**config.mk**
```make
export PLATFORM = sky130hd
export DESIGN_NAME = pfla_ctrl
export DESIGN_NICKNAME = d
export VERILOG_FILES = /design/src/rtl/core/pfla_pkg.sv /design/src/rtl/core/pfla_ctrl.sv
export SDC_FILE = /design/constraint.sdc
export NUM_CORES = 1
export LEC_CHECK = 0
export BUFFER_PORTS_ARGS = -buffer_cell sky130_fd_sc_hd__buf_2
export CAP_MARGIN = 20
export CORE_AREA = 4 4 41 43
export CTS_CLUSTER_DIAMETER = 120
export DETAILED_ROUTE_END_ITERATION = 8
export DIE_AREA = 0 0 45 47
export PLACE_DENSITY_LB_ADDON = 0.08
export SYNTH_ARGS = -nofsm -noshare
export SYNTH_HDL_FRONTEND = slang
export SYNTH_SLANG_ARGS = --single-unit
```
**constraint.sdc**
```tcl
create_clock -name clk -period 3.5 [get_ports clk]
set_input_delay 0.525 -clock clk [delete_from_list [all_inputs] [get_ports clk]]
set_output_delay 0.525 -clock clk [all_outputs]
set_load 0.05 [all_outputs]
```
**src/rtl/core/pfla_pkg.sv**
```systemverilog
// ----------------------------------------------------------------------------
// pfla_pkg
// Shared constants, codes and control types of the page free-list allocator.
// ----------------------------------------------------------------------------
package pfla_pkg;

    // Address width of the pool, fixed by the width of the address fields.
    localparam int ADDR_BITS     = 32;
    localparam int DEF_PAGE_BITS = 12;
    localparam int DEF_MAX_PAGES = 1024;

    localparam int MODE_W   = 2;
    localparam int STATUS_W = 2;
    localparam int CFG_IDX_W = 1;

    localparam logic [MODE_W-1:0] MODE_ALLOC = 2'd0;
    localparam logic [MODE_W-1:0] MODE_FREE  = 2'd1;
    localparam logic [MODE_W-1:0] MODE_INIT  = 2'd2;

    localparam logic [STATUS_W-1:0] STATUS_OK    = 2'd0;
    localparam logic [STATUS_W-1:0] STATUS_EMPTY = 2'd1;
    localparam logic [STATUS_W-1:0] STATUS_BAD   = 2'd2;

    localparam logic [CFG_IDX_W-1:0] CFG_POOL_START = 1'b0;
    localparam logic [CFG_IDX_W-1:0] CFG_POOL_END   = 1'b1;

    // Source of the result that the controller retires.
    typedef enum logic [2:0] {
        RES_ZERO,
        RES_EMPTY,
        RES_ALLOC,
        RES_FREE,
        RES_PEND
    } res_sel_t;

    // Commands from the controller to the datapath.
    typedef struct packed {
        logic     alloc_rd;
        logic     alloc_pop;
        logic     free_op;
        logic     init_start;
        logic     init_cnt;
        logic     init_push;
        logic     finish;
        res_sel_t res_sel;
    } pfla_cmd_t;

    // Status from the datapath to the controller.
    typedef struct packed {
        logic head_null;
        logic walk_more;
        logic out_free;
    } pfla_sts_t;

endpackage

```
**src/rtl/core/pfla_ctrl.sv**
```systemverilog
// ----------------------------------------------------------------------------
// pfla_ctrl
// Controller of the allocator: sequences allocate, free and initialize.
// ----------------------------------------------------------------------------
module pfla_ctrl (
    input  logic                          clk,
    input  logic                          rst_n,
    input  logic                          item_valid,
    output logic                          item_stall,
    input  logic [pfla_pkg::MODE_W-1:0]   mode,
    input  pfla_pkg::pfla_sts_t           sts,
    output pfla_pkg::pfla_cmd_t           cmd
);
    import pfla_pkg::*;

    typedef enum logic [2:0] {
        S_IDLE,
        S_ALLOC,
        S_INIT_CNT,
        S_INIT_WALK,
        S_HOLD
    } state_t;

    state_t state_reg;
    state_t state_next;
    logic   accept;

    assign item_stall = (state_reg != S_IDLE);
    assign accept     = item_valid && (state_reg == S_IDLE);

    always_comb
    begin
        cmd        = '0;
        cmd.res_sel = RES_ZERO;
        state_next = state_reg;
        unique case (state_reg)
            S_IDLE:
            begin
                if (accept)
                begin
                    case (mode)
                        MODE_ALLOC:
                        begin
                            if (sts.head_null)
                            begin
                                cmd.finish  = 1'b1;
                                cmd.res_sel = RES_EMPTY;
                                state_next  = sts.out_free ? S_IDLE : S_HOLD;
                            end
                            else
                            begin
                                cmd.alloc_rd = 1'b1;
                                state_next   = S_ALLOC;
                            end
                        end
                        MODE_FREE:
                        begin
                            cmd.free_op = 1'b1;
                            cmd.finish  = 1'b1;
                            cmd.res_sel = RES_FREE;
                            state_next  = sts.out_free ? S_IDLE : S_HOLD;
                        end
                        MODE_INIT:
                        begin
                            cmd.init_start = 1'b1;
                            state_next     = S_INIT_CNT;
                        end
                        default:
                        begin
                            cmd.finish  = 1'b1;
                            cmd.res_sel = RES_ZERO;
                            state_next  = sts.out_free ? S_IDLE : S_HOLD;
                        end
                    endcase
                end
            end
            S_ALLOC:
            begin
                cmd.alloc_pop = 1'b1;
                cmd.finish    = 1'b1;
                cmd.res_sel   = RES_ALLOC;
                state_next    = sts.out_free ? S_IDLE : S_HOLD;
            end
            S_INIT_CNT:
            begin
                cmd.init_cnt = 1'b1;
                state_next   = S_INIT_WALK;
            end
            S_INIT_WALK:
            begin
                if (sts.walk_more)
                begin
                    cmd.init_push = 1'b1;
                end
                else
                begin
                    cmd.finish  = 1'b1;
                    cmd.res_sel = RES_ZERO;
                    state_next  = sts.out_free ? S_IDLE : S_HOLD;
                end
            end
            S_HOLD:
            begin
                // The finished result waits in the pending register.
                cmd.res_sel = RES_PEND;
                if (sts.out_free)
                begin
                    cmd.finish = 1'b1;
                    state_next = S_IDLE;
                end
            end
            default:
            begin
                state_next = S_IDLE;
            end
        endcase
    end

    always_ff @(posedge clk or negedge rst_n)
    begin
        if (!rst_n)
        begin
            state_reg <= S_IDLE;
        end
        else
        begin
            state_reg <= state_next;
        end
    end

    a_alloc_retires: assert property (@(posedge clk) disable iff (!rst_n)
        (state_reg == S_ALLOC) |=> (state_reg == S_IDLE || state_reg == S_HOLD))
        else $error("allocate did not retire after the link read");

    a_hold_has_full_out: assert property (@(posedge clk) disable iff (!rst_n)
        $rose(state_reg == S_HOLD) |-> !$past(sts.out_free))
        else $error("result parked while the output register was free");

    a_accept_only_idle: assert property (@(posedge clk) disable iff (!rst_n)
        (cmd.alloc_rd || cmd.free_op || cmd.init_start) |-> $past(state_reg) != S_HOLD
        || state_reg == S_IDLE)
        else $error("operation started outside the idle state");

endmodule

```
* Yosys cells after proc, flatten, opt, wreduce, memory -nomap -nowiden
Cells that the tools add are included.
** Storage, ports and cells
- Bits in registers :: 3
- Output and inout bits :: 11
- Logic and storage cells :: 40
** Operators by class
- Eq/ne operators :: 9
- Muxes and demuxes :: 25
- Reductions and logical operators :: 5
** Operators with widths (number)
- 4-bit case mux with 4 select lines :: 1
- 3-bit 2-to-1 mux :: 5
- 3-bit case mux with 5 select lines :: 1
- 4-bit 2-to-1 mux :: 3
- 4-bit case mux with 3 select lines :: 1
- 1-bit 2-to-1 mux :: 11
- 3-bit by 2-bit == test with 1-bit output (second input constant) :: 2
- 2-bit != test (second input constant) :: 3
- 3-bit case mux with 2 select lines :: 1
- 2-bit 2-to-1 mux :: 2
- 3-bit by 1-bit == test with 1-bit output (second input constant) :: 1
- 3-bit == test (second input constant) :: 1
- 3-bit logical NOT :: 1
- 3-bit AND reduction :: 1
- 3-bit nonzero test :: 1
- 2-bit by 1-bit == test with 1-bit output (second input constant) :: 1
- 2-bit == test (second input constant) :: 1
- 2-bit logical NOT :: 1
- 1-bit logical AND :: 1

* Depth between registers and ports, before layout
- Word-level depth :: 5
- Gate-level depth with buffers :: 4
- Mapped depth without buffers :: 3

* Least setup slack after synthesis
OpenSTA, ideal clock, no wires.
- Path type :: flip-flop to output port
- From :: register state_reg[0]
- To :: output port cmd[9] (netlist name)
- Arrival time :: 2.324 ns
- Slack :: 0.651 ns
- Cell stages (with the launch flop) :: 5
- Path buffers :: 1
- Cells stage by stage :: dfrtp_1 > buf_6 > nor3_2 > nand2_2 > nor4_1
** RTL lines
- from (decl) :: RTL line pfla_ctrl.sv:24 : state_t state_reg;
- from (signal assigned) :: RTL line pfla_ctrl.sv:127 : state_reg <= state_next;
- to (decl) :: RTL line pfla_ctrl.sv:12 : output pfla_pkg::pfla_cmd_t cmd

==> reports/summary.md <==
The flow ran to the end, and the final reports show no timing, DRC or antenna violations. After global routing the overflow that remains totals 0. The routed wire length came out at 895 µm. The critical path is of the flip-flop to output pin type. The logs give 0 for the yosys synthesis warning count and 0 for the total count of max-transition violations in the final report. The number of design rule violations left after detail routing was 0. The final hold violation count came out at 0.

The final layout contains 72 nets. Post-CTS timing repair inserted 0 buffers for setup. The largest single stage delay on the critical path is 500 ps. The worst register-to-register path has a setup slack of 2240 ps. Worst-skew pair later-pin latency: 230 ps. Headroom to the max-slew limit came out at 75.26%. The register with the most flip-flops in the layout has 3 of them. Of the post-synthesis cell area, the dominant cell type holds 22.99%. The maximum clock rate is 445.0 MHz, and the clock share of power is 11.8%.

The synthesis-to-layout area growth came out at 36.40%. In this run the worst hold path is classified as input port to async pin. Synthesis produced 43 cells. 0 antenna diodes ended up in the layout.

The internal portion of the total power is 191.2 µW. The final sum of negative setup slack was 0 ps. A synthesized cell averages 7.594 µm². Setup repair after global routing left no endpoint under its margin.

Sequential elements use 22.99% of the synthesized area. The logs give 2115 µm² for the area of the die and 1301 µm² for the core region area. Clock-pin slew was measured on the worst setup and hold paths at 40 ps. Destination of the worst register-to-register timing path: state_reg[2]. Of the total power, the share spent switching nets is 61.41%.

The clock net in this run drives a total of 3 sinks. The run gives 34.23% as the final core area utilization. Counting flops with a built-in enable in the synthesized netlist gives 0.

Summed over all nets, the half-perimeter wirelength after detailed placement is 694.7 µm. At the placement stage, the worst setup path has a slack of 1503 ps. The peak fanout along the critical path was 11.

The routed layout has 374 vias. Of the total power, registers draw 19.5%. The slew at the pin with the worst max-slew slack is 371.1 ps, and the number of vias per cell after detailed routing is 4.795. The die extent in y is 47 µm. Dividing the detail-routed wire length by the instance count gives 11.47 µm.

Post-CTS repair changed the size of 0 cells. For the number of rows in the core area, the log shows 13. The maximum VDD drop was 421.9 µV. In this run the critical register-to-register path is launched from state_reg[2]. The layout cell share with drive strength beyond 1 came out at 39.68%.

For the worst setup path, the data arrival time is 1720 ps. Summed over all cells, the static leakage comes to 0.0002089 µW. Setup clock skew after layout: 1.941 ps. Combinational cells account for 68.6% of the total power.

In the synthesized netlist the dominant register cell turns out to be sky130_fd_sc_hd__dfrtp_1. The routed design could run at a clock period as short as 2247 ps. For the boundary pin count, the log shows 19. The number of antenna-violating nets in the routed design was 0. The flop and latch count out of synthesis is 3, and the final setup slack of the worst path is 1253 ps.

The number of buffers inserted during clock tree synthesis is 3, and the data required time of the worst path is 2970 ps. The run gives 51 as the post-synth net total. Ranked by total cell area, the synthesized netlist is headed by sky130_fd_sc_hd__dfrtp_1 23%, sky130_fd_sc_hd__a31oi_1 7.7%, sky130_fd_sc_hd__nand2b_1 7.7%.

At the end of routability-driven placement, the weighted congestion stood at 0.6964. Entering global routing, the biggest net connects 12 pins. The tools report the initial core utilization as 25.10%. The root buffer cell chosen for the clock tree is sky130_fd_sc_hd__clkbuf_4. After synthesis, the share of flip-flops with an asynchronous set or reset is 100.0%. Max-cap violations in this run came to 0. The first global-routing pass estimated 1.490 mm of wire. Counting cells, the worst reg-to-reg path comes to 3. The worst setup path is launched from a flip-flop. The number of buffers on the longest clock path is 2, and the width of the die is 45 µm. TritonCTS built the clock tree.

The worst-path cell with the longest stage delay was sky130_fd_sc_hd__dfrtp_1. The run gives 25 as the number of distinct library cells after synthesis. Setup violations remaining at the end of the flow were counted as 0. After clock tree synthesis, the flow added hold-fix buffers numbering 0. For the global-route total usage across every layer, the log shows 9.509%. After the first detailed-routing iteration, the DRC count stood at 10. Buffers placed on the I/O ports in this run total 18. The post-synthesis instance area came out at 326.6 µm². The power density over the cells was 1112 nW/µm²; the final clock period utilization by the worst path was 64.20%. H-tree level count: 1. Net switching component of the power: 304.3 µW.

The signal on the critical path passes through nor3_2 > nand2_2 > o32ai_2 > buf_2. The biggest area contributor in the post-synthesis netlist is sky130_fd_sc_hd__dfrtp_1. The via count of the first global-routing pass was 356. STA classifies the critical path endpoint as an output pin. The tools report the number of antenna violations at the first check in global routing as 0. For this run, the detailed router's first-pass iteration total came to 4.
-- cells in the mapped netlist (all sizes together), types with 2 or more instances --
cell    instances
a31oi           4
buf             2
dfrtp           3
inv             3
nand2           3
nand2b          4
nor2            5
nor3            5
nor3b           2
-- critical path, delay by kind of cell, from the launching register on --
family | cells | cell delay [ps]
compound gates | 1 | 200
simple gates | 2 | 490
flops | 1 | 500
buf+inv | 1 | 300
-- placed cells by master (no fill, tap or decap) --
cell	n
sky130_fd_sc_hd__a21o_1	1
sky130_fd_sc_hd__a31oi_1	4
sky130_fd_sc_hd__and3_1	1
sky130_fd_sc_hd__buf_2	18
sky130_fd_sc_hd__clkbuf_1	1
sky130_fd_sc_hd__clkbuf_4	3
sky130_fd_sc_hd__dfrtp_1	3
sky130_fd_sc_hd__inv_1	3
sky130_fd_sc_hd__nand2_1	2
sky130_fd_sc_hd__nand2_2	1
sky130_fd_sc_hd__nand2b_1	4
sky130_fd_sc_hd__nand3_1	1
sky130_fd_sc_hd__nand3b_1	1
sky130_fd_sc_hd__nor2_1	5
sky130_fd_sc_hd__nor2b_1	1
sky130_fd_sc_hd__nor3_1	4
sky130_fd_sc_hd__nor3_2	1
sky130_fd_sc_hd__nor3b_1	1
sky130_fd_sc_hd__nor3b_2	1
sky130_fd_sc_hd__nor4_1	1
sky130_fd_sc_hd__o211ai_1	1
sky130_fd_sc_hd__o21a_1	1
sky130_fd_sc_hd__o221ai_1	1
sky130_fd_sc_hd__o32ai_2	1
sky130_fd_sc_hd__or2_1	1
sky130_fd_sc_hd__or3_1	1
-- cell type report --
cell class                 count  area [µm²]
timing repair buffer          18       90.09
tap                           15       18.77
fill                         159       855.8
sequential                     3       75.07
clock buffer                   4       26.28
inverter                       3       11.26
multi-input combinational     35       224.0
-- worst max-delay path by stage --
stage            startpoint  endpoint  depth (start not counted)
2_1_floorplan  state_reg[0]    cmd[9]                          4
3_3_place_gp   state_reg[1]    cmd[1]                          4
3_5_place_dp   state_reg[1]    cmd[1]                          4
4_1_cts        state_reg[1]    cmd[1]                          4
5_1_grt        state_reg[1]    cmd[9]                          4
6_report       state_reg[1]    cmd[1]                          4
-- cells by family (layout without fill, tap and decap cells) --
kind of cell / Yosys count / count (layout) / share of synthesized area, %
compound gates: 9 / 9 / 22.23
buf+inv: 5 / 25 / 8.427
flops: 3 / 3 / 22.99
simple gates: 26 / 26 / 46.37
-- power by group through the flow --
stage | Sequential [µW] | Combinational (µW) | Clock, µW
after CTS | 95.7 | 343 | 61.7
final | 96.8 | 340 | 58.6
after global routing | 99.9 | 364 | 66.1
after global placement | 97.9 | 345 | 0
after detailed placement | 95.9 | 342 | 0
after floorplan | 64.8 | 313 | 0
-- metal layers --
metal	wire length [µm]	track usage [%]
met2	390	12.99
met5	0	0
met1	441	13.30
met4	0	5.263
met3	63	2.682
-- stage by stage --
step / hold slack [ps] / area [µm²] / instances / total power (µW)
after detailed placement: 323.5 / 419.2 / 74 / 437.6
after CTS: 78.53 / 445.4 / 78 / 500.1
after global placement: 322.4 / 419.2 / 74 / 442.6
after floorplan: 229.4 / 326.6 / 43 / 378.1
after global routing: 79.44 / 445.4 / 78 / 530.5
final: 84.90 / 445.4 / 78 / 495.5
Note: power is estimated with default switching activity, not from simulation.
